### src/rtl/sdsh_pkg.sv
// sdsh_pkg: types and constants shared by the SD SPI host sequencer.
// No dependencies.
package sdsh_pkg;

    localparam int BlockBytes = 512;
    localparam int CsdBytes   = 16;

    typedef enum logic [2:0] {
        K_INIT  = 3'd0,
        K_READ  = 3'd1,
        K_WRITE = 3'd2,
        K_CARD  = 3'd3,
        K_HOST  = 3'd4
    } kind_t;

    typedef enum logic [2:0] {
        REG_POLL  = 3'd0,
        REG_DTOK  = 3'd1,
        REG_INIT  = 3'd2,
        REG_CTOK  = 3'd3,
        REG_SYNC  = 3'd4
    } reg_idx_t;

    typedef enum logic [2:0] {
        ST_OK       = 3'd0,
        ST_NO_IDLE  = 3'd1,
        ST_VOLT     = 3'd2,
        ST_INIT_TO  = 3'd3,
        ST_NO_RESP  = 3'd4,
        ST_CSD_FAIL = 3'd5,
        ST_XFER     = 3'd6
    } status_t;

    // input item
    typedef struct packed {
        logic [2:0]  kind;
        logic [31:0] sector;
        logic [15:0] block_count;
        logic [7:0]  card_byte;
        logic [7:0]  host_byte;
    } in_item_t;

    // result item
    typedef struct packed {
        logic        tx_valid;
        logic [7:0]  tx_byte;
        logic        select_low;
        logic        clock_fast;
        logic        read_valid;
        logic [7:0]  read_data;
        logic        need_data;
        logic        done_res;
        logic [2:0]  status;
        logic [32:0] sector_count;
    } out_item_t;

    typedef struct packed {
        logic [7:0]  poll_limit;
        logic [15:0] dtok_limit;
        logic [9:0]  init_limit;
        logic [7:0]  ctok_limit;
        logic [4:0]  sync_bytes;
    } cfg_t;

    localparam int CfgWidth = 16;

endpackage

### src/rtl/sdsh_if.sv
// sdsh_if: valid/ready channel carrying one item.
// Depends on nothing; payload type given as parameter.
interface sdsh_if #(parameter type payload_t = logic) ();
    logic     valid;
    logic     ready;
    payload_t payload;
    modport source (output valid, output payload, input ready);
    modport sink (input valid, input payload, output ready);
endinterface

### src/rtl/sd_spi_host_sequencer.sv
// sd_spi_host_sequencer: top level of the SD card SPI-mode host sequencer.
// Depends on sdsh_pkg, sdsh_if, sdsh_front, sdsh_back.
//
// Usage: the host sends items on chan_in: start init, start read, start
// write, a card byte (received for the previous sent byte) or a host write
// byte. Each accepted item yields at most one result on chan_out: a byte to
// send with its chip-select level, a read data byte, a request for write
// data, or a final status. Stray items (start while busy, unexpected bytes)
// give no result.
// Path: an accepted item is written into the input queue and, once the
// sequencer takes it, its result is registered in the output register.
// Throughput: one item per cycle unless a stalled receiver holds the result.
// A two-entry queue parts the input from the sequencer, and the result
// register is refilled in the cycle it is taken, so a stalled receiver
// backs up the queue only after two more items.
// Reset clears the sequencer to idle, limits to their defaults and the
// queue to empty. cfg writes belong between operations, with nothing in flight.
module sd_spi_host_sequencer (
    input  logic       clk,
    input  logic       rst_n,
    input  logic       cfg_we,
    input  logic [2:0] cfg_index,
    input  logic [sdsh_pkg::CfgWidth-1:0] cfg_data,
    sdsh_if.sink       chan_in,
    sdsh_if.source     chan_out
);
    import sdsh_pkg::*;

    cfg_t     cfg_reg;
    logic     q_valid, q_ready;
    in_item_t q_item;

    always_ff @(posedge clk or negedge rst_n)
    begin
        if (!rst_n)
        begin
            cfg_reg.poll_limit <= 8'd100;
            cfg_reg.dtok_limit <= 16'd25000;
            cfg_reg.init_limit <= 10'd400;
            cfg_reg.ctok_limit <= 8'd200;
            cfg_reg.sync_bytes <= 5'd10;
        end
        else if (cfg_we)
        begin
            unique case (cfg_index)
                REG_POLL: cfg_reg.poll_limit <= cfg_data[7:0];
                REG_DTOK: cfg_reg.dtok_limit <= cfg_data;
                REG_INIT: cfg_reg.init_limit <= cfg_data[9:0];
                REG_CTOK: cfg_reg.ctok_limit <= cfg_data[7:0];
                REG_SYNC: cfg_reg.sync_bytes <= cfg_data[4:0];
                default: ;
            endcase
        end
    end

    sdsh_front u_front (
        .clk      (clk),
        .rst_n    (rst_n),
        .in_valid (chan_in.valid),
        .in_ready (chan_in.ready),
        .in_item  (chan_in.payload),
        .q_valid  (q_valid),
        .q_ready  (q_ready),
        .q_item   (q_item)
    );

    sdsh_back u_back (
        .clk       (clk),
        .rst_n     (rst_n),
        .cfg       (cfg_reg),
        .q_valid   (q_valid),
        .q_ready   (q_ready),
        .q_item    (q_item),
        .out_valid (chan_out.valid),
        .out_ready (chan_out.ready),
        .out_item  (chan_out.payload)
    );

endmodule

### src/rtl/sdsh_front.sv
// sdsh_front: accepts input items, drops those of unknown kind, and queues the rest.
// Depends on sdsh_pkg.
module sdsh_front (
    input  logic              clk,
    input  logic              rst_n,
    input  logic              in_valid,
    output logic              in_ready,
    input  sdsh_pkg::in_item_t in_item,
    output logic              q_valid,
    input  logic              q_ready,
    output sdsh_pkg::in_item_t q_item
);
    import sdsh_pkg::*;

    // two-entry queue
    in_item_t   mem_reg [2];
    logic       wr_ptr_reg, wr_ptr_next;
    logic       rd_ptr_reg, rd_ptr_next;
    logic [1:0] cnt_reg, cnt_next;
    logic       push, pop, legal;

    always_comb
    begin
        legal = (in_item.kind <= K_HOST);
    end

    assign in_ready = (cnt_reg != 2'd2);
    assign push     = in_valid && in_ready && legal;
    assign q_valid  = (cnt_reg != 2'd0);
    assign pop      = q_valid && q_ready;
    assign q_item   = mem_reg[rd_ptr_reg];

    always_comb
    begin
        wr_ptr_next = wr_ptr_reg ^ push;
        rd_ptr_next = rd_ptr_reg ^ pop;
        cnt_next    = cnt_reg + {1'b0, push} - {1'b0, pop};
    end

    always_ff @(posedge clk or negedge rst_n)
    begin
        if (!rst_n)
        begin
            wr_ptr_reg <= 1'b0;
            rd_ptr_reg <= 1'b0;
            cnt_reg    <= 2'd0;
        end
        else
        begin
            wr_ptr_reg <= wr_ptr_next;
            rd_ptr_reg <= rd_ptr_next;
            cnt_reg    <= cnt_next;
        end
    end

    always_ff @(posedge clk)
    begin
        if (push)
        begin
            mem_reg[wr_ptr_reg] <= in_item;
        end
    end

    a_cnt_range: assert property (@(posedge clk) disable iff (!rst_n) cnt_reg != 2'd3)
        else $error("queue count out of range");
    a_no_push_full: assert property (@(posedge clk) disable iff (!rst_n)
        cnt_reg == 2'd2 |-> !push) else $error("push into full queue");
    a_cnt_step: assert property (@(posedge clk) disable iff (!rst_n)
        (push && !pop) |=> cnt_reg == $past(cnt_reg) + 2'd1)
        else $error("queue count did not grow");

endmodule

### src/rtl/sdsh_back.sv
// sdsh_back: protocol sequencer, results to an output register.
// One queued item per cycle unless a held result is not taken. Depends on sdsh_pkg.
module sdsh_back (
    input  logic               clk,
    input  logic               rst_n,
    input  sdsh_pkg::cfg_t     cfg,
    input  logic               q_valid,
    output logic               q_ready,
    input  sdsh_pkg::in_item_t q_item,
    output logic               out_valid,
    input  logic               out_ready,
    output sdsh_pkg::out_item_t out_item
);
    import sdsh_pkg::*;

    typedef enum logic [4:0] {
        P_IDLE, P_SYNC, P_CMD, P_POLL, P_GAP, P_ECHO, P_CTOK, P_CDATA, P_CCRC,
        P_RTOK, P_RDATA, P_RCRC, P_BUSYEND, P_WTOK, P_WNEED, P_WDATA, P_WCRC,
        P_WRESP, P_WBUSY, P_WSTOP
    } phase_t;
    typedef enum logic [3:0] {
        R_CMD0, R_CMD8, R_CMD55I, R_ACMD41, R_CMD9, R_RCMD, R_STOP,
        R_WCMD55, R_WACMD23, R_WCMD
    } resume_t;
    typedef enum logic [2:0] {
        G_CMD8, G_CMD55, G_ACMD41, G_CMD9, G_WACMD23, G_WCMD, G_FINISH
    } gap_t;

    phase_t      phase_reg, phase_next;
    resume_t     resume_reg, resume_next;
    gap_t        gap_reg, gap_next;
    logic [2:0]  gst_reg, gst_next;
    logic [9:0]  idx_reg, idx_next;
    logic [15:0] retry_reg, retry_next;
    logic [15:0] left_reg, left_next;
    logic        multi_reg, multi_next;
    logic [47:0] frame_reg, frame_next;
    logic [7:0]  lastr_reg, lastr_next;
    logic [31:0] echo_reg, echo_next;
    logic [21:0] csize_reg, csize_next;
    logic        fast_reg, fast_next;
    logic [9:0]  att_reg, att_next;
    logic [31:0] sect_reg, sect_next;
    logic [7:0]  csd7_reg, csd7_next, csd8_reg, csd8_next, csd9_reg, csd9_next;

    logic        res_v, txv, sel, rv, need, done;
    logic [7:0]  tx, rd;
    logic [2:0]  st;
    logic        take;
    logic [7:0]  b;
    logic [15:0] lim_poll, lim_dtok, lim_ctok;
    logic [9:0]  lim_init;
    logic [4:0]  lim_sync;
    logic [15:0] retry_inc;
    logic [9:0]  idx_inc;

    out_item_t   obuf_reg;
    logic        ovalid_reg;

    assign q_ready = !ovalid_reg || out_ready;
    assign take    = q_valid && q_ready;
    assign b       = q_item.card_byte;

    always_comb
    begin
        lim_poll  = (cfg.poll_limit == 8'd0) ? 16'd1 : {8'd0, cfg.poll_limit};
        lim_ctok  = (cfg.ctok_limit == 8'd0) ? 16'd1 : {8'd0, cfg.ctok_limit};
        lim_dtok  = (cfg.dtok_limit == 16'd0) ? 16'd1 : cfg.dtok_limit;
        lim_init  = (cfg.init_limit == 10'd0) ? 10'd1 : cfg.init_limit;
        lim_sync  = (cfg.sync_bytes == 5'd0) ? 5'd1 : cfg.sync_bytes;
        retry_inc = retry_reg + 16'd1;
        idx_inc   = idx_reg + 10'd1;
    end

    function automatic logic [7:0] fbyte(input logic [47:0] f, input logic [9:0] i);
        logic [7:0] r;
        unique case (i[2:0])
            3'd0:    r = f[47:40];
            3'd1:    r = f[39:32];
            3'd2:    r = f[31:24];
            3'd3:    r = f[23:16];
            3'd4:    r = f[15:8];
            default: r = f[7:0];
        endcase
        return r;
    endfunction

    always_comb
    begin
        logic [47:0] nf;
        logic        do_issue, do_gap, do_after, do_resp;
        logic [5:0]  icode;
        logic [31:0] iparam;
        logic [7:0]  icheck;
        resume_t     inext;
        gap_t        gnext;
        logic [2:0]  gstat;
        logic [7:0]  r;
        logic [9:0]  att1;

        phase_next = phase_reg; resume_next = resume_reg; gap_next = gap_reg;
        gst_next = gst_reg; idx_next = idx_reg; retry_next = retry_reg;
        left_next = left_reg; multi_next = multi_reg; frame_next = frame_reg;
        lastr_next = lastr_reg; echo_next = echo_reg; csize_next = csize_reg;
        fast_next = fast_reg; att_next = att_reg; sect_next = sect_reg;
        csd7_next = csd7_reg; csd8_next = csd8_reg; csd9_next = csd9_reg;
        res_v = 1'b0; txv = 1'b0; sel = 1'b0; tx = 8'd0; rv = 1'b0; rd = 8'd0;
        need = 1'b0; done = 1'b0; st = ST_OK;
        do_issue = 1'b0; do_gap = 1'b0; do_after = 1'b0; do_resp = 1'b0;
        icode = 6'd0; iparam = 32'd0; icheck = 8'hFF; inext = R_CMD0;
        gnext = G_FINISH; gstat = ST_OK; r = 8'hFF; att1 = att_reg + 10'd1;
        nf = 48'd0;

        if (take)
        begin
            priority case (q_item.kind)
                K_INIT, K_READ, K_WRITE:
                begin
                    if (phase_reg == P_IDLE)
                    begin
                        res_v = 1'b1;
                        if (q_item.kind == K_INIT)
                        begin
                            fast_next = 1'b0; idx_next = 10'd0; phase_next = P_SYNC;
                            txv = 1'b1; tx = 8'hFF;
                        end
                        else if (q_item.block_count == 16'd0)
                        begin
                            done = 1'b1; st = ST_OK;
                        end
                        else
                        begin
                            left_next  = q_item.block_count;
                            multi_next = (q_item.block_count > 16'd1);
                            sect_next  = q_item.sector;
                            do_issue   = 1'b1;
                            if (q_item.kind == K_READ)
                            begin
                                icode = multi_next ? 6'd18 : 6'd17;
                                iparam = q_item.sector; inext = R_RCMD;
                            end
                            else if (multi_next)
                            begin
                                icode = 6'd55; inext = R_WCMD55;
                            end
                            else
                            begin
                                icode = 6'd24; iparam = q_item.sector; inext = R_WCMD;
                            end
                        end
                    end
                end
                K_HOST:
                begin
                    if (phase_reg == P_WNEED)
                    begin
                        res_v = 1'b1; phase_next = P_WDATA;
                        txv = 1'b1; tx = q_item.host_byte; sel = 1'b1;
                    end
                end
                default:
                begin
                    if (phase_reg != P_IDLE && phase_reg != P_WNEED)
                    begin
                        res_v = 1'b1;
                        unique case (phase_reg)
                            P_SYNC:
                            begin
                                idx_next = idx_inc;
                                if (idx_inc < {5'd0, lim_sync})
                                begin
                                    txv = 1'b1; tx = 8'hFF;
                                end
                                else
                                begin
                                    do_issue = 1'b1; icode = 6'd0; icheck = 8'h95;
                                    inext = R_CMD0;
                                end
                            end
                            P_CMD:
                            begin
                                idx_next = idx_inc;
                                if (idx_inc < 10'd6)
                                begin
                                    txv = 1'b1; sel = 1'b1; tx = fbyte(frame_reg, idx_inc);
                                end
                                else
                                begin
                                    phase_next = P_POLL; retry_next = 16'd0;
                                    txv = 1'b1; sel = 1'b1; tx = 8'hFF;
                                end
                            end
                            P_POLL:
                            begin
                                if (!b[7])
                                begin
                                    do_resp = 1'b1; r = b;
                                end
                                else
                                begin
                                    retry_next = retry_inc;
                                    if (retry_inc >= lim_poll)
                                    begin
                                        do_resp = 1'b1; r = 8'hFF;
                                    end
                                    else
                                    begin
                                        txv = 1'b1; sel = 1'b1; tx = 8'hFF;
                                    end
                                end
                            end
                            P_GAP: do_after = 1'b1;
                            P_ECHO:
                            begin
                                echo_next = {echo_reg[23:0], b};
                                idx_next = idx_inc;
                                if (idx_inc < 10'd4)
                                begin
                                    txv = 1'b1; sel = 1'b1; tx = 8'hFF;
                                end
                                else if (lastr_reg != 8'h01 || echo_next != 32'h1AA)
                                begin
                                    do_gap = 1'b1; gnext = G_FINISH; gstat = ST_VOLT;
                                end
                                else
                                begin
                                    att_next = 10'd0; do_gap = 1'b1; gnext = G_CMD55;
                                end
                            end
                            P_CTOK, P_RTOK:
                            begin
                                if (b == 8'hFE)
                                begin
                                    phase_next = (phase_reg == P_CTOK) ? P_CDATA : P_RDATA;
                                    idx_next = 10'd0; txv = 1'b1; sel = 1'b1; tx = 8'hFF;
                                end
                                else
                                begin
                                    retry_next = retry_inc;
                                    if (retry_inc >= ((phase_reg == P_CTOK) ? lim_ctok
                                                                              : lim_dtok))
                                    begin
                                        do_gap = 1'b1; gnext = G_FINISH;
                                        gstat = (phase_reg == P_CTOK) ? ST_CSD_FAIL : ST_XFER;
                                    end
                                    else
                                    begin
                                        txv = 1'b1; sel = 1'b1; tx = 8'hFF;
                                    end
                                end
                            end
                            P_CDATA:
                            begin
                                // only bytes 7..9 feed c_size
                                if (idx_reg[3:0] == 4'd7) csd7_next = b;
                                if (idx_reg[3:0] == 4'd8) csd8_next = b;
                                if (idx_reg[3:0] == 4'd9) csd9_next = b;
                                idx_next = idx_inc;
                                txv = 1'b1; sel = 1'b1; tx = 8'hFF;
                                if (idx_inc >= 10'(CsdBytes))
                                begin
                                    csize_next = {csd7_reg[5:0], csd8_reg, csd9_reg};
                                    phase_next = P_CCRC; idx_next = 10'd0;
                                end
                            end
                            P_CCRC:
                            begin
                                idx_next = idx_inc;
                                if (idx_inc < 10'd2)
                                begin
                                    txv = 1'b1; sel = 1'b1; tx = 8'hFF;
                                end
                                else
                                begin
                                    do_gap = 1'b1; gnext = G_FINISH;
                                end
                            end
                            P_RDATA:
                            begin
                                rv = 1'b1; rd = b; idx_next = idx_inc;
                                if ({1'b0, idx_inc} >= 11'(BlockBytes))
                                begin
                                    phase_next = P_RCRC; idx_next = 10'd0;
                                end
                                txv = 1'b1; sel = 1'b1; tx = 8'hFF;
                            end
                            P_RCRC:
                            begin
                                idx_next = idx_inc;
                                if (idx_inc < 10'd2)
                                begin
                                    txv = 1'b1; sel = 1'b1; tx = 8'hFF;
                                end
                                else
                                begin
                                    left_next = (left_reg != 16'd0) ? left_reg - 16'd1 : 16'd0;
                                    if (left_next != 16'd0)
                                    begin
                                        phase_next = P_RTOK; retry_next = 16'd0;
                                        txv = 1'b1; sel = 1'b1; tx = 8'hFF;
                                    end
                                    else if (multi_reg)
                                    begin
                                        do_issue = 1'b1; icode = 6'd12; inext = R_STOP;
                                    end
                                    else
                                    begin
                                        do_gap = 1'b1; gnext = G_FINISH;
                                    end
                                end
                            end
                            P_BUSYEND:
                            begin
                                if (b == 8'hFF)
                                begin
                                    do_gap = 1'b1; gnext = G_FINISH;
                                end
                                else
                                begin
                                    txv = 1'b1; sel = 1'b1; tx = 8'hFF;
                                end
                            end
                            P_WTOK:
                            begin
                                phase_next = P_WNEED; idx_next = 10'd0; need = 1'b1;
                            end
                            P_WDATA:
                            begin
                                idx_next = idx_inc;
                                if ({1'b0, idx_inc} < 11'(BlockBytes))
                                begin
                                    phase_next = P_WNEED; need = 1'b1;
                                end
                                else
                                begin
                                    phase_next = P_WCRC; idx_next = 10'd0;
                                    txv = 1'b1; sel = 1'b1; tx = 8'hFF;
                                end
                            end
                            P_WCRC:
                            begin
                                idx_next = idx_inc;
                                if (idx_inc >= 10'd2) phase_next = P_WRESP;
                                txv = 1'b1; sel = 1'b1; tx = 8'hFF;
                            end
                            P_WRESP:
                            begin
                                if (b[4:0] != 5'h05)
                                begin
                                    do_gap = 1'b1; gnext = G_FINISH; gstat = ST_XFER;
                                end
                                else
                                begin
                                    phase_next = P_WBUSY; txv = 1'b1; sel = 1'b1; tx = 8'hFF;
                                end
                            end
                            P_WBUSY:
                            begin
                                if (b != 8'hFF)
                                begin
                                    txv = 1'b1; sel = 1'b1; tx = 8'hFF;
                                end
                                else
                                begin
                                    left_next = (left_reg != 16'd0) ? left_reg - 16'd1 : 16'd0;
                                    if (left_next != 16'd0)
                                    begin
                                        phase_next = P_WTOK; txv = 1'b1; sel = 1'b1;
                                        tx = 8'hFC;
                                    end
                                    else if (multi_reg)
                                    begin
                                        phase_next = P_WSTOP; txv = 1'b1; sel = 1'b1;
                                        tx = 8'hFD;
                                    end
                                    else
                                    begin
                                        do_gap = 1'b1; gnext = G_FINISH;
                                    end
                                end
                            end
                            P_WSTOP:
                            begin
                                phase_next = P_BUSYEND; txv = 1'b1; sel = 1'b1; tx = 8'hFF;
                            end
                            default: ;
                        endcase
                    end
                end
            endcase
        end

        // response to a polled command
        if (do_resp)
        begin
            lastr_next = r;
            unique case (resume_reg)
                R_CMD0:
                begin
                    do_gap = 1'b1;
                    gnext = (r != 8'h01) ? G_FINISH : G_CMD8;
                    gstat = (r != 8'h01) ? ST_NO_IDLE : ST_OK;
                end
                R_CMD8:
                begin
                    phase_next = P_ECHO; idx_next = 10'd0; echo_next = 32'd0;
                    txv = 1'b1; sel = 1'b1; tx = 8'hFF;
                end
                R_CMD55I:
                begin
                    do_gap = 1'b1;
                    gnext = (r == 8'hFF) ? G_FINISH : G_ACMD41;
                    gstat = (r == 8'hFF) ? ST_NO_RESP : ST_OK;
                end
                R_ACMD41:
                begin
                    do_gap = 1'b1;
                    if (r == 8'hFF)
                    begin
                        gnext = G_FINISH; gstat = ST_NO_RESP;
                    end
                    else if (r == 8'h00)
                    begin
                        gnext = G_CMD9;
                    end
                    else
                    begin
                        att_next = att1;
                        if (att1 == 10'd0 || att1 >= lim_init)
                        begin
                            gnext = G_FINISH; gstat = ST_INIT_TO;
                        end
                        else
                        begin
                            gnext = G_CMD55;
                        end
                    end
                end
                R_CMD9, R_RCMD:
                begin
                    if (r != 8'h00)
                    begin
                        do_gap = 1'b1; gnext = G_FINISH;
                        gstat = (resume_reg == R_CMD9) ? ST_CSD_FAIL : ST_XFER;
                    end
                    else
                    begin
                        phase_next = (resume_reg == R_CMD9) ? P_CTOK : P_RTOK;
                        retry_next = 16'd0; txv = 1'b1; sel = 1'b1; tx = 8'hFF;
                    end
                end
                R_STOP:
                begin
                    phase_next = P_BUSYEND; txv = 1'b1; sel = 1'b1; tx = 8'hFF;
                end
                R_WCMD55:  begin do_gap = 1'b1; gnext = G_WACMD23; end
                R_WACMD23: begin do_gap = 1'b1; gnext = G_WCMD; end
                default:
                begin
                    if (r != 8'h00)
                    begin
                        do_gap = 1'b1; gnext = G_FINISH; gstat = ST_XFER;
                    end
                    else
                    begin
                        phase_next = P_WTOK; txv = 1'b1; sel = 1'b1;
                        tx = multi_reg ? 8'hFC : 8'hFE;
                    end
                end
            endcase
        end

        // command, or final status, after a deselect gap
        if (do_after)
        begin
            unique case (gap_reg)
                G_CMD8:
                begin
                    do_issue = 1'b1; icode = 6'd8; iparam = 32'h1AA; icheck = 8'h87;
                    inext = R_CMD8;
                end
                G_CMD55:   begin do_issue = 1'b1; icode = 6'd55; inext = R_CMD55I; end
                G_ACMD41:
                begin
                    do_issue = 1'b1; icode = 6'd41; iparam = 32'h4000_0000;
                    inext = R_ACMD41;
                end
                G_CMD9:
                begin
                    fast_next = 1'b1; do_issue = 1'b1; icode = 6'd9; inext = R_CMD9;
                end
                G_WACMD23:
                begin
                    do_issue = 1'b1; icode = 6'd23; iparam = {16'd0, left_reg};
                    inext = R_WACMD23;
                end
                G_WCMD:
                begin
                    do_issue = 1'b1; icode = multi_reg ? 6'd25 : 6'd24;
                    iparam = sect_reg; inext = R_WCMD;
                end
                default:
                begin
                    done = 1'b1; st = gst_reg; phase_next = P_IDLE;
                end
            endcase
        end

        if (do_gap)
        begin
            gap_next = gnext; gst_next = gstat; phase_next = P_GAP;
            txv = 1'b1; sel = 1'b0; tx = 8'hFF;
        end

        if (do_issue)
        begin
            nf = {2'b01, icode, iparam, icheck};
            frame_next = nf; idx_next = 10'd0; resume_next = inext; phase_next = P_CMD;
            txv = 1'b1; sel = 1'b1; tx = nf[47:40];
        end
    end

    always_ff @(posedge clk or negedge rst_n)
    begin
        if (!rst_n)
        begin
            phase_reg <= P_IDLE; resume_reg <= R_CMD0; gap_reg <= G_CMD8;
            gst_reg <= 3'd0; idx_reg <= 10'd0; retry_reg <= 16'd0; left_reg <= 16'd0;
            multi_reg <= 1'b0; frame_reg <= 48'd0; lastr_reg <= 8'hFF;
            echo_reg <= 32'd0; csize_reg <= 22'd0; fast_reg <= 1'b0; att_reg <= 10'd0;
            sect_reg <= 32'd0; ovalid_reg <= 1'b0;
        end
        else
        begin
            phase_reg <= phase_next; resume_reg <= resume_next; gap_reg <= gap_next;
            gst_reg <= gst_next; idx_reg <= idx_next; retry_reg <= retry_next;
            left_reg <= left_next; multi_reg <= multi_next; frame_reg <= frame_next;
            lastr_reg <= lastr_next; echo_reg <= echo_next; csize_reg <= csize_next;
            fast_reg <= fast_next; att_reg <= att_next; sect_reg <= sect_next;
            if (take)
                ovalid_reg <= res_v;
            else if (out_ready)
                ovalid_reg <= 1'b0;
        end
    end

    always_ff @(posedge clk)
    begin
        csd7_reg <= csd7_next;
        csd8_reg <= csd8_next;
        csd9_reg <= csd9_next;
        if (take && res_v)
        begin
            obuf_reg.tx_valid     <= txv;
            obuf_reg.tx_byte      <= tx;
            obuf_reg.select_low   <= sel;
            obuf_reg.clock_fast   <= fast_next;
            obuf_reg.read_valid   <= rv;
            obuf_reg.read_data    <= rd;
            obuf_reg.need_data    <= need;
            obuf_reg.done_res     <= done;
            obuf_reg.status       <= st;
            obuf_reg.sector_count <= {1'b0, csize_next + 22'd1, 10'd0}
                                     + {(csize_next == 22'h3FFFFF), 32'd0};
        end
    end

    assign out_valid = ovalid_reg;
    assign out_item  = obuf_reg;

    a_hold: assert property (@(posedge clk) disable iff (!rst_n)
        (out_valid && !out_ready) |=> out_valid) else $error("result dropped");
    a_one_kind: assert property (@(posedge clk) disable iff (!rst_n)
        out_valid |-> $countones({out_item.tx_valid, out_item.need_data,
                                  out_item.done_res}) == 1) else $error("result mix");
    a_done_idle: assert property (@(posedge clk) disable iff (!rst_n)
        (take && done) |=> phase_reg == P_IDLE) else $error("done not idle");

endmodule

### src/flat_wrapper.sv
// flat-port wrapper written by rule: the top's interface ports become plain ports
module sd_spi_host_sequencer_flat import sdsh_pkg::*;
  (clk, rst_n, cfg_we, cfg_index, cfg_data, chan_in_valid, chan_in_payload, chan_in_ready, chan_out_valid, chan_out_payload, chan_out_ready);
  sdsh_if #(.payload_t(in_item_t)) chan_in_i ();
  sdsh_if #(.payload_t(out_item_t)) chan_out_i ();
  input  logic clk;
  input  logic rst_n;
  input  logic cfg_we;
  input  logic [2:0] cfg_index;
  input  logic [sdsh_pkg::CfgWidth-1:0] cfg_data;
  input wire logic [$bits(chan_in_i.valid)-1:0] chan_in_valid;
  input wire logic [$bits(chan_in_i.payload)-1:0] chan_in_payload;
  output wire logic [$bits(chan_in_i.ready)-1:0] chan_in_ready;
  output wire logic [$bits(chan_out_i.valid)-1:0] chan_out_valid;
  output wire logic [$bits(chan_out_i.payload)-1:0] chan_out_payload;
  input wire logic [$bits(chan_out_i.ready)-1:0] chan_out_ready;
  assign chan_in_i.valid = chan_in_valid;
  assign chan_in_i.payload = chan_in_payload;
  assign chan_in_ready = chan_in_i.ready;
  assign chan_out_valid = chan_out_i.valid;
  assign chan_out_payload = chan_out_i.payload;
  assign chan_out_i.ready = chan_out_ready;
  sd_spi_host_sequencer u_core (.clk(clk), .rst_n(rst_n), .cfg_we(cfg_we), .cfg_index(cfg_index), .cfg_data(cfg_data), .chan_in(chan_in_i), .chan_out(chan_out_i));
endmodule
### config.mk
export PLATFORM = sky130hd
export DESIGN_NAME = sd_spi_host_sequencer_flat
export DESIGN_NICKNAME = d
export VERILOG_FILES = /design/src/rtl/sdsh_pkg.sv /design/src/rtl/sdsh_if.sv /design/src/rtl/sd_spi_host_sequencer.sv /design/src/rtl/sdsh_front.sv /design/src/rtl/sdsh_back.sv /design/src/flat_wrapper.sv
export SDC_FILE = /design/constraint.sdc
export NUM_CORES = 1
export LEC_CHECK = 0
export BUFFER_PORTS_ARGS = -buffer_cell sky130_fd_sc_hd__buf_2
export CAP_MARGIN = 0
export CORE_ASPECT_RATIO = 1.75
export CORE_MARGIN = 4
export CORE_UTILIZATION = 45
export CTS_CLUSTER_SIZE = 20
export DETAILED_ROUTE_END_ITERATION = 6
export HOLD_SLACK_MARGIN = 0.08
export PLACE_DENSITY = 0.73
export SETUP_SLACK_MARGIN = 0.1
export SLEW_MARGIN = 20
export SYNTH_ARGS = -nofsm -noshare
export SYNTH_HDL_FRONTEND = slang
export SYNTH_HIERARCHICAL = 1
export SYNTH_SLANG_ARGS = --single-unit
### constraint.sdc
create_clock -name clk -period 4.7 [get_ports clk]
set_input_delay 0.235 -clock clk [delete_from_list [all_inputs] [get_ports clk]]
set_output_delay 0.235 -clock clk [all_outputs]
set_load 0.03 [all_outputs]
======== Yosys cells after proc, flatten, opt, wreduce, memory -nomap -nowiden ========
Memories as Yosys holds them, arrays and structs flattened.
Index checks and enable logic that the tools add are counted.
storage, ports and cells
  bits in registers ....................... 342
  memory bits (writable) .................. 134
  input port bits ......................... 91
  memories ................................ 1
  logic and storage cells ................. 491
  output and inout bits ................... 60
operators by class
  mux-type cells .......................... 302
  $lt $le $gt $ge ......................... 13
  reduce and logical (&&, ||, !) cells .... 56
  bitwise operators ....................... 10
  add/sub/neg operators ................... 8
  equality and inequality tests ........... 62
memory list
  memory                  words  bits a word  rd ports  clocked after memory_dff  wr ports  line              RTL
  u_core.u_front.mem_reg  2      67           1         0                         1         sdsh_front.sv:16  in_item_t mem_reg [2];
operators by type and width
  kind                 count
  $mux 32              14
  $mux 16              20
  $mux 8               34
  $mux 10              22
  $pmux 32 s4          1
  $mux 5               25
  $mux 22              5
  $pmux 8 s12          1
  $mux 3               31
  $mux 1               86
  $pmux 16 s2          2
  $pmux 16 s4          1
  $pmux 10 s6          1
  $mux 4               14
  $pmux 5 s11          1
  $mux 6               8
  $eq 5x4->1 const B   8
  $pmux 8 s5           1
  $pmux 6 s6           1
  $mux 7               5
  $add 32x33->33       1
  $logic_not 16->1     2
  $ne 32x9->1 const B  1
  $reduce_bool 16->1   2
  76 further kinds     164

======== Depth between registers and ports, before layout ========
Gate-level depths: netlist (run 1).
  word-level depth ........................ 16
  gate-level depth with buffers ........... 17
  mapped depth without buffers ............ 15

======== Hierarchy ========
The synthesis (run 1) kept the hierarchy.
modules (own cells, without submodules)
  module                 cells an instance  seq. area each (sq um)  area an instance (sq um)  times used
  sdsh_back              1794               7066.8                  16201.8                   1
  sdsh_front             231                4124.0                  5161.2                    1
  sd_spi_host_sequencer  102                1197.4                  1815.5                    1

======== Worst setup path after synthesis (run 1) ========
OpenSTA, ideal clock, no wires.
  kind .................................... flip-flop to flip-flop
  start point ............................. register u_core.u_back.phase_reg[1]
  end point ............................... register u_core.u_back.obuf_reg (netlist bit u_core/u_back/out_item[50]) (data pin)
  setup time .............................. 272 ps
  path slack .............................. 163 ps
  cell stages (with the launch flop) ...... 18
  clock period less this slack ............ 4537 ps
  arrival time ............................ 4266 ps
  data required time ...................... 4428 ps
  buffers on the path ..................... 4
  path through ............................ dfrtp_1 > clkbuf_1 > clkbuf_1 > nor2b_1 > nand2_1 > clkbuf_1 > clkbuf_1 > nand2_1 > ha_1 > a211oi_1 > nor2_1 > or3_1 > a211oi_1 > nor2_1 > a2111oi_0 > o22a_1 > nand2_1 > or4_1
between the ends
  longest elaborated chain between the ends .. 14
  elaborated cells between the ends (all ways) .. 76
  classes of those cells .................. 1 x order compare; 19 x eq/ne; 50 x mux; 6 x reduce/logical
ends and longest elaborated chain
  element                                    line                                RTL
  start: declaration                         sdsh_back.sv:29                     phase_t phase_reg, phase_next;
  start signal: assignment                   sdsh_back.sv:535                    phase_reg <= phase_next; resume_reg <= resume_next; gap_reg <= gap_next;
  $eq 5x3->1                                 sdsh_back.sv:166, sdsh_back.sv:240
  $mux 16                                    sdsh_back.sv:240                    if (retry_inc >= ((phase_reg == P_CTOK) ? lim_ctok
  $ge 16x16->1                               sdsh_back.sv:240
  $mux 8 or $mux 1 (tied branches)           sdsh_back.sv:240
  $mux 8 or $mux 1 (tied branches)           sdsh_back.sv:232                    if (b == 8'hFE)
  $pmux 8 s12 or $pmux 1 s7 (tied branches)  sdsh_back.sv:166                    unique case (phase_reg)
  $mux 8 or $mux 1 (tied branches)           sdsh_back.sv:163                    if (phase_reg != P_IDLE && phase_reg != P_WNEED)
  $pmux 8 s2 or $mux 1 (tied branches)       sdsh_back.sv:116                    priority case (q_item.kind)
  $mux 8 or $mux 1 (tied branches)           sdsh_back.sv:114                    if (take)
  $mux 8 (tied with other cells)             sdsh_back.sv:460                    if (r != 8'h00)
  $pmux 8 s3 or $pmux 1 s2 (tied branches)   sdsh_back.sv:397                    unique case (resume_reg)
  $mux 8 or $mux 1 (tied branches)           sdsh_back.sv:394                    if (do_resp)
  $mux 8                                     sdsh_back.sv:509                    if (do_gap)
  $mux 6 (*)                                 sdsh_back.sv:515                    if (do_issue)
  via u_core.u_back.tx[1]                    sdsh_back.sv:47                     logic [7:0] tx, rd;
  end: declaration                           sdsh_back.sv:57                     out_item_t obuf_reg;
The timed path passes the listed nets; every way through them passes the cells marked *.
A chain may end at the register's enable or synchronous reset.

======== Worst setup path in the final report (run 1) ========
  start point ............................. register u_core.u_back.retry_reg[0]
  end point ............................... register u_core.u_back.obuf_reg (netlist bit u_core/u_back/out_item[50]) (data pin)
between the ends
  longest elaborated chain between the ends .. 13
  elaborated cells between the ends (all ways) .. 32
  classes of those cells .................. 1 x add/sub; 2 x order compare; 29 x mux
ends and longest elaborated chain
  element                                      line                                RTL
  start: declaration                           sdsh_back.sv:34                     logic [15:0] retry_reg, retry_next;
  start signal: assignment                     sdsh_back.sv:536                    gst_reg <= gst_next; idx_reg <= idx_next; retry_reg <= retry_next;
  $add 16x1->16 (*)                            sdsh_back.sv:71                     retry_inc = retry_reg + 16'd1;
  $ge 16x16->1 or $ge 16x8->1 (tied branches)  sdsh_back.sv:240, sdsh_back.sv:202
  $mux 8 (tied with other cells)               sdsh_back.sv:240
  $mux 8 (tied with other cells)               sdsh_back.sv:232
  $pmux 8 s12 or $pmux 1 s7 (tied branches)    sdsh_back.sv:166
  $mux 8 or $mux 1 (tied branches)             sdsh_back.sv:163
  $pmux 8 s2 or $mux 1 (tied branches)         sdsh_back.sv:116
  $mux 8 or $mux 1 (tied branches)             sdsh_back.sv:114
  $mux 8 (tied with other cells)               sdsh_back.sv:460
  $pmux 8 s3 or $pmux 1 s2 (tied branches)     sdsh_back.sv:397
  $mux 8 or $mux 1 (tied branches)             sdsh_back.sv:394
  $mux 8 (*)                                   sdsh_back.sv:509
  $mux 6 (*)                                   sdsh_back.sv:515
  via u_core.u_back.tx[1]                      sdsh_back.sv:47
Marks and branches as above.

==> results of run 1 <==
worst reg2reg max path: cells and delay by family, from the launching register on:
| kind | cells | cell delay, ps |
|---|---|---|
| and+or+nand+nor | 5 | 1490 |
| AOI/OAI and AO/OA | 5 | 1310 |
| adders and majority gates | 2 | 560 |
| DFF | 1 | 420 |
| xor gates and xnor gates | 1 | 180 |
| buffers and inverters | 1 | 170 |
what timing repair did:
action / in CTS / in global routing
pin swaps: 0 / 1
buffers inserted: 0 / 2
resized for setup: 2 / 9
hold buffers: 84 / 0
endpoints found under the setup margin: 5 / 10
endpoints found under the hold margin: 284 / 0
final cells by class:
cell class / count / area, µm² / share of cell area [%]
Antenna cell: 1 / 2.502 / 0.009208
Clock buffer: 60 / 1190 / 4.378
Clock inverter: 20 / 198.9 / 0.7320
Inverter: 67 / 251.5 / 0.9254
Multi-Input combinational cell: 1491 / 10100 / 37.17
Sequential cell: 453 / 12390 / 45.59
Tap cell: 666 / 833.3 / 3.066
Timing Repair Buffer: 305 / 2210 / 8.130
per-layer routing:
layer  global-route usage [%]  routed length, µm
met1                    24.34              23280
met2                    45.36              35910
met3                    2.596               2701
met4                    17.25               6065
met5                        0                  0
Yosys cell counts (31+ instances only):
master	instances	area, µm²
clkbuf_1	81	304.0
nor3_1	65	325.3
o21ai_0	99	495.5
mux2_2	105	1182
nor2_1	168	630.6
nand4_1	31	193.9
nand3_1	68	340.3
edfxtp_1	204	6126
a21oi_1	74	370.4
ha_1	54	675.7
nor4_1	37	231.5
inv_1	67	251.5
dfrtp_1	224	5605
mux2i_1	53	530.5
xnor2_1	33	289.0
nand2_1	246	923.4
cells in the final DEF (no fill, tap or decap), types with 13 or more instances in the layout:
cell           count
mux2_4            20
xor2_1            22
dlygate4sd3_1     84
nand2b_1          28
buf_4             77
a211oi_1          15
o211ai_1          19
a21oi_1           72
edfxtp_1         204
ha_1              53
dfrtp_1          222
inv_1             67
nand3_1           67
a22o_1            13
mux2i_1           53
a31oi_1           17
o21ai_0           98
xnor2_1           33
nand2_1          246
nor4_1            32
and2_1            18
nor3_1            64
nand4_1           31
buf_2            139
mux2_2           105
a221o_1           19
a21o_1            18
a22oi_1           23
dfstp_2           25
clkbuf_16         43
nor2_1           166
final timing paths:
check | depth (start not counted) | to | from
min in group asynchronous | 2 | u_core/u_back/left_reg[3] | rst_n
worst max-delay path | 14 | u_core/u_back/out_item[50] | u_core/u_back/retry_reg[0]
max in group asynchronous | 3 | u_core/u_back/retry_reg[0] | rst_n
worst max register to register | 14 | u_core/u_back/out_item[50] | u_core/u_back/retry_reg[0]
worst min register to register | 2 | u_core/u_back/sect_reg[4] | u_core/u_back/sect_reg[4]
worst min-delay path | 4 | u_core/u_front/cnt_reg[1] | chan_in_valid
power groups by stage:
| stage | clock network, mW | registers [mW] | logic, mW |
|---|---|---|---|
| floorplan | 0 | 6.04 | 3.52 |
| detailed placement | 0 | 6.04 | 5.59 |
| global placement | 0 | 6.01 | 5.53 |
| finish | 3.43 | 5.99 | 5.71 |
| global route | 3.68 | 6.07 | 6.14 |
| CTS | 3.52 | 5.97 | 5.68 |
cells by family (layout without fill, tap and decap cells):
family,count (synthesis),after routing
AO/OA/AOI/OAI,426,426
XOR/XNOR,56,56
adder cells (fa/ha/maj),54,54
buffers and inverters,192,452
flip-flops,453,453
multiplexers,188,188
other,1,11
AND/OR/NAND/NOR,757,757
==> results.md, run 1 <==
* Outcome: completed
* PD cells at 556.7 nW/µm²
* Top-Level Pins at 151
* Worst slack, placed at 33.36 ps
* CTS tree: built
* Final WS setup at 327.9 ps
* Max-cap viol count at 0
* First drt pass iteration count at 6
* Synth warn at 6
* DRT Wirelength at 67960 µm
* Period minus WS final at 4372 ps
* P&R area growth vs syn at 17.25%
* Register area share after synthesis at 53.45%
* Largest register FFs at 134
* Grt total ovfl at 0
* Vias in the first global route at 18440
* Largest net degree at the start of global routing at 109
* Tcrit/Tclk final at 93.02%
* GRT Overall Usage at 24.01%
* Mapped Area at 23180 µm²
* Multiplexer area fraction after synthesis at 9.171%
* Die Wd at 179.6 µm
* Reg clk slew, reported paths at 60 ps
* Htree depth at 2
* Initial Util at 45.69%
* DP Cell Count at 2896
* Worst path bufs/invs at 1
* Post-synthesis cell type count at 96
* RSZ-0062 raised after global routing: yes
* Number of I/O port buffers at 140
* Worst-Skew Late Latency at 580 ps
* Commonest register cell after synthesis: dfrtp_1
* Slowest library cell on the worst path: or4_1
* Share of cells above drive strength 1 at 20.53%
* Average wire per standard cell at 22.19 µm
* CP Max Fanout at 7
* CTS Buf Count at 43
* FF+latch count, synth at 453
* R2R Setup Slk at 330 ps
* Simple-gate share of the synthesized area at 16.02%
* Die H at 308.2 µm
* Crit path capture type: flop
* GP Congestion at 1.021
* Setup TNS at 0 ps
* Switch share at 39.53%
* Initial antenna violation count at 0
* Peak VDD IR at 0.3787 mV
* Hold Slack at 126.3 ps
* Clk root buf: clkbuf_16
* Std cell rows at 109
* Post-DP HPWL at 51080 µm
* Most frequent CP cell: ha_1
* Fin util at 53.57%
* Drt drc at 0
* Switching power at 5.980 mW
* Gate power share at 37.7%
* Largest family of logic cells by synthesized area: simple AND/OR/NAND/NOR gates
* Slew headroom at 24.73%
* Core area at 50730 µm²
* Hold Fails Final Rpt at 0
* Vias/cell at 5.845
* FILL cells at 4419
* Vias post-DR at 17900
* CP required at 5000 ps
* Post-synth EDFFs at 204
* DR iter-0 viols at 1280
* Crit path kind: flop to flop
* HP Class: input port to flop
* Syn Area/Cell at 10.90 µm²
* Antenna viol nets, final at 0
* Startpoint Class: flop
* PnR Total Power at 15.13 mW
* First-pass GRT wire length at 105200 µm
* WP data arrival at 4680 ps
* CP cell instances: ha_1 > nand3_2 > or3_1 > xnor2_1 > ha_1 > nand4_1 > a2111oi_2 > a211oi_2 > buf_4 > a221oi_1 > a21bo_2 > nor3_1 > a31oi_1 > or4_1
* Leakage at 11.54 nW
* Compound-Gate Fraction of Synth Area at 12.72%
* CTS max path bufs at 3
* Post-Layout Cell Count at 3063
* Post-synthesis xor/xnor area fraction at 2.116%
* Least-Margin Pin Slew at 1120 ps
* CP top delay family: simple AND/OR/NAND/NOR gates
* Asr flop ratio synth at 54.97%
* Max stage delay on crit path at 520 ps
* Final #Nets at 2506
* CTS sink cnt at 453
* Post-synthesis adder-cell area fraction at 2.915%
* Design Area, Final at 27180 µm²
* Max-slew violations at 0
* Area post-placement at 24890 µm²
* Sequential share of power at 39.6%
* Clock share of power at 22.7%
* Clk_skew at 24.89 ps
* Die area at 55350 µm²
* Final setup fails at 0
* Max Freq at 0.2287 GHz
* Synth Instances at 2127
* Internal at 9.149 mW
Note: power is estimated with default switching activity, not from simulation.
==> run 2, diff against run 1 <==
- CORE_UTILIZATION: 45 -> 55
- PLACE_DENSITY: 0.73 -> 0.84
==> results.md, run 2 (synthesis results as in run 1) <==
* Switch share at 39.36%
* CP cell instances: nand3_1 > buf_4 > nor4_2 > xnor2_1 > inv_1 > ha_1 > nand4_1 > nor3_1 > or3_1 > a211oi_2 > buf_4 > nor2_1 > a2111oi_0 > buf_4 > o22a_1 > nand2_1 > or4_1
* Worst-Skew Late Latency at 570 ps
* CTS sink cnt at 453
* Die Wd at 163.2 µm
* CP Max Fanout at 7
* Vias in the first global route at 18900
* Reg clk slew, reported paths at 70 ps
* Max Freq at 0.2281 GHz
* Initial Util at 55.53%
* Initial antenna violation count at 1
* WP data arrival at 4700 ps
* Final setup fails at 0
* Least-Margin Pin Slew at 1089 ps
* Max stage delay on crit path at 530 ps
* First drt pass iteration count at 6
* HP Class: input port to flop
* Core area at 41740 µm²
* Most common cell after layout, fill and taps aside: nand2_1
* Post-DP HPWL at 49860 µm
* Sequential share of power at 38.9%
* Slowest library cell on the worst path: or4_1
* Peak VDD IR at 0.3905 mV
* Leakage at 11.62 nW
* Final #Nets at 2513
* Crit path capture type: flop
* Top-Level Pins at 151
* FILL cells at 3164
* Slew headroom at 27.41%
* Vias/cell at 6.166
* Design Area, Final at 27190 µm²
* GP Congestion at 1.016
* Switching power at 6.056 mW
* Startpoint Class: flop
* Drt drc at 0
* Post-Layout Cell Count at 2958
* Area post-placement at 24780 µm²
* Crit path kind: flop to flop
* DP Cell Count at 2792
* Largest net degree at the start of global routing at 122
* Max-slew violations at 0
* Max-cap viol count at 0
* Worst slack, placed at 133.7 ps
* Grt total ovfl at 0
* Antenna viol nets, final at 0
* Die area at 45620 µm²
* Worst path bufs/invs at 4
* Clock share of power at 23.6%
* Clk root buf: clkbuf_16
* CP top delay family: simple AND/OR/NAND/NOR gates
* Tcrit/Tclk final at 93.27%
* Final WS setup at 316.5 ps
* Largest register FFs at 134
* Period minus WS final at 4383 ps
* First-pass GRT wire length at 105500 µm
* Die H at 279.6 µm
* P&R area growth vs syn at 17.30%
* Hold Fails Final Rpt at 0
* Hold Slack at 101.6 ps
* Htree depth at 2
* DR iter-0 viols at 1288
* DRT Wirelength at 67990 µm
* Outcome: completed
* Gate power share at 37.5%
* Most frequent cells in the layout: nand2_1, dfrtp_1, edfxtp_1, nor2_1, buf_2
* Average wire per standard cell at 22.98 µm
* CTS max path bufs at 3
* Vias post-DR at 18240
* Setup TNS at 0 ps
* Share of cells above drive strength 1 at 21.07%
* Most frequent CP cell: buf_4
* Number of I/O port buffers at 140
* Clk_skew at 22.74 ps
* Std cell rows at 99
* GRT Overall Usage at 29.84%
* PD cells at 565.9 nW/µm²
* Internal at 9.330 mW
* CP required at 5020 ps
* RSZ-0062 raised after global routing: no
* CTS tree: built
* CTS Buf Count at 42
## run 2: cell count changes in the layout (fill, tap and decap cells not counted), moves of 2 or more
cell	previous run	this run
clkbuf_16	43	46
clkinvlp_4	0	4
nor4_2	8	6
nor3_2	1	3
clkbuf_1	12	7
clkinv_2	8	5
buf_4	77	86
clkinv_1	3	0
## run 2: worst reg2reg max path, delay by kind of cell, from the launching register on
kind	cells	cell delay (ps)
AO/OA/AOI/OAI	3	730
XOR/XNOR	1	210
adder cells (fa/ha/maj)	1	310
buffers and inverters	4	660
flip-flops	1	420
AND/OR/NAND/NOR	8	1820
## run 2: final cells by class
class	count	area (µm²)	share of cell area, %
Multi-Input combinational cell	1491	10100	37.16
Inverter	67	251.5	0.9250
Sequential cell	453	12390	45.58
Antenna cell	1	2.502	0.009204
Timing Repair Buffer	313	2257	8.302
Tap cell	555	694.4	2.554
Clock inverter	19	236.5	0.8698
Clock buffer	59	1251	4.602
## run 2: what timing repair did
item / CTS / global route
setup endpoints to repair: 0 / 19
hold endpoints to repair: 236 / 0
gates resized for setup: 0 / 11
buffers inserted: 0 / 2
hold buffers: 84 / 0
## run 2: power groups by stage
stage,Combinational [mW],Clock (mW),Sequential [mW]
3_3_place_gp,5.49,0,5.99
6_report,5.77,3.62,5.99
4_1_cts,5.68,3.69,5.96
5_1_grt,6.17,3.87,6.07
2_1_floorplan,3.52,0,6.04
3_5_place_dp,5.59,0,6.03
## run 2: stage by stage
| step | power, mW | utilization [%] |
|---|---|---|
| 6_report | 15.39 | 65.13 |
| 5_1_grt | 16.10 | 65.13 |
| 4_1_cts | 15.34 | 64.94 |
| 3_5_place_dp | 11.62 | 59.36 |
| 3_3_place_gp | 11.49 | 59.36 |
| 2_1_floorplan | 9.560 | - |
## run 2: path summary, 6_finish.rpt
kind / start / end / slack, ps / depth (start not counted)
max: u_core/u_back/retry_reg[4] / u_core/u_back/out_item[50] / 320 / 17
max in group asynchronous: rst_n / u_core/cfg_reg[38] / 3150 / 3
min: chan_out_ready / u_core/u_back/out_valid / 100 / 3
min reg2reg: u_core/u_back/sect_reg[10] / u_core/u_back/sect_reg[10] / 480 / 2
max reg2reg: u_core/u_back/retry_reg[4] / u_core/u_back/out_item[50] / 320 / 17
min in group asynchronous: rst_n / u_core/u_front/wr_ptr_reg / 180 / 2
## run 2: metal layers
| layer | part of all wire, % | track usage [%] | vias up |
|---|---|---|---|
| li1 | - | - | 8318 |
| met1 | 33 | 31.16 | 8897 |
| met2 | 52 | 53.65 | 744 |
| met3 | 4.5 | 2.974 | 279 |
| met4 | 9.8 | 24.13 | 0 |
| met5 | 0 | 0 | - |
==> run 3, diff against run 2 <==
- CORE_ASPECT_RATIO: 1.75 -> 1.25
- CORE_UTILIZATION: 55 -> 65
- PLACE_DENSITY: 0.84 -> 0.93
- clock period: 4.7 -> 5.2 ns (I/O delays scaled with it)
==> results.md, run 3 (synthesis results as in run 1) <==
* Die H at 219.1 µm
* Worst slack, placed at 287.8 ps
* Max-slew violations at 0
* Crit path kind: flop to flop
* Least-Margin Pin Slew at 1074 ps
* Setup TNS at 0 ps
* Die Wd at 176.9 µm
* Share of cells above drive strength 1 at 19.55%
* CP required at 5510 ps
* Average wire per standard cell at 23.75 µm
* Final setup fails at 0
* Most common cell after layout, fill and taps aside: nand2_1
* Final #Nets at 2483
* Reg clk slew, reported paths at 70 ps
* Std cell rows at 77
* Number of I/O port buffers at 140
* Grt total ovfl at 0
* Worst-Skew Late Latency at 580 ps
* Vias/cell at 6.552
* Most frequent cells in the layout: nand2_1, dfrtp_1, edfxtp_1, nor2_1, buf_2
* Period minus WS final at 4781 ps
* Tcrit/Tclk final at 91.95%
* Setup Buffers After CTS at 0
* HP Class: input port to flop
* Initial Util at 65.73%
* Antenna viol nets, final at 0
* First drt pass iteration count at 6
* Multi-input logic area at 10070 µm²
* WP data arrival at 5090 ps
* DR iter-0 viols at 2036
* CTS Buf Count at 43
* Startpoint Class: flop
* Max-cap viol count at 0
* Hold Fails Final Rpt at 0
* Max Freq at 0.2091 GHz
* Peak VDD IR at 0.5152 mV
* PD cells at 511.5 nW/µm²
* Initial antenna violation count at 1
* CTS max path bufs at 3
* Crit path capture type: flop
* Clk_skew at 24.53 ps
* Slew headroom at 28.25%
* Final WS setup at 418.7 ps
* Vias post-DR at 18660
* Leakage at 11.42 nW
* GP Congestion at 1.070
* FILL cells at 2215
* Largest net degree at the start of global routing at 109
* CP Max Fanout at 8
* Htree depth at 2
* Core area at 35260 µm²
* Clk root buf: clkbuf_16
* GRT Overall Usage at 34.75%
* CTS sink cnt at 453
* Largest register FFs at 134
* CTS tree: built
* Die area at 38760 µm²
* RSZ-0062 raised after global routing: no
* First-pass GRT wire length at 105100 µm
* Top-Level Pins at 151
* Reg area at 12390 µm²
* Post-DP HPWL at 45980 µm
* Drt drc at 0
* P&R area growth vs syn at 15.31%
* DRT Wirelength at 67630 µm
* Vias in the first global route at 18820
* Outcome: completed
-- run 3: metal layers --
layer	GRT usage, %	wire (µm)	vias up
met4	21.00	4743	0
met3	4.307	4389	285
li1	-	-	8266
met2	60.12	33790	1069
met5	0	0	-
met1	41.58	24700	9040
-- run 3: critical path, stage by stage, from the launching register on --
cell,delay (ps)
dfrtp_1,460
nand4_1,240
nor4_1,620
xor2_1,190
ha_1,350
nand4_1,190
a2111oi_0,520
a211oi_2,250
a221oi_1,340
a21bo_2,310
nor3_1,370
a31oi_1,180
or4_1,520
-- run 3: where the power goes --
| group | internal (mW) | total [mW] | switching [mW] |
|---|---|---|---|
| Sequential | 4.72 | 5.46 | 0.740 |
| Combinational | 1.73 | 5.00 | 3.28 |
| Clock | 1.82 | 3.20 | 1.38 |
-- run 3: final timing paths --
check                                                  from                           to  slack [ps]  cells after the start
worst max-delay path             u_core/u_back/retry_reg[8]   u_core/u_back/out_item[50]         420                     12
worst min-delay path                          chan_in_valid    u_core/u_front/cnt_reg[1]         160                      4
worst max register to register   u_core/u_back/retry_reg[8]   u_core/u_back/out_item[50]         420                     12
worst min register to register  u_core/u_back/frame_reg[41]  u_core/u_back/frame_reg[41]         480                      1
max in group asynchronous                             rst_n           u_core/cfg_reg[23]        3570                      3
min in group asynchronous                             rst_n      u_core/u_back/out_valid         310                      2
-- run 3: metrics by stage --
step	instances	utilization [%]	hold WS (ps)	area (µm²)	power [mW]
floorplan	2136	-	-35.59	23210	8.641
global placement	2682	69.26	344.1	24420	10.08
detailed placement	2682	69.29	359.1	24430	10.24
CTS	2846	75.74	143.7	26710	13.51
global route	2848	75.80	171.4	26730	14.27
finish	2848	75.80	158.4	26730	13.67
-- run 3: layout make-up --
type                       instances  share of cell area [%]
clock buffer                      58                   4.424
sequential                       453                   46.36
multi-input combinational       1491                   37.68
antenna                            1                0.009363
tap                              474                   2.219
inverter                          67                  0.9410
timing repair buffer             282                   7.434
clock inverter                    22                  0.9410
-- run 3: what timing repair did --
| item | in CTS | in global routing |
|---|---|---|
| hold endpoints to repair | 284 | 0 |
| resized for setup | 0 | 1 |
| hold buffers | 84 | 0 |
| setup endpoints to repair | 0 | 8 |
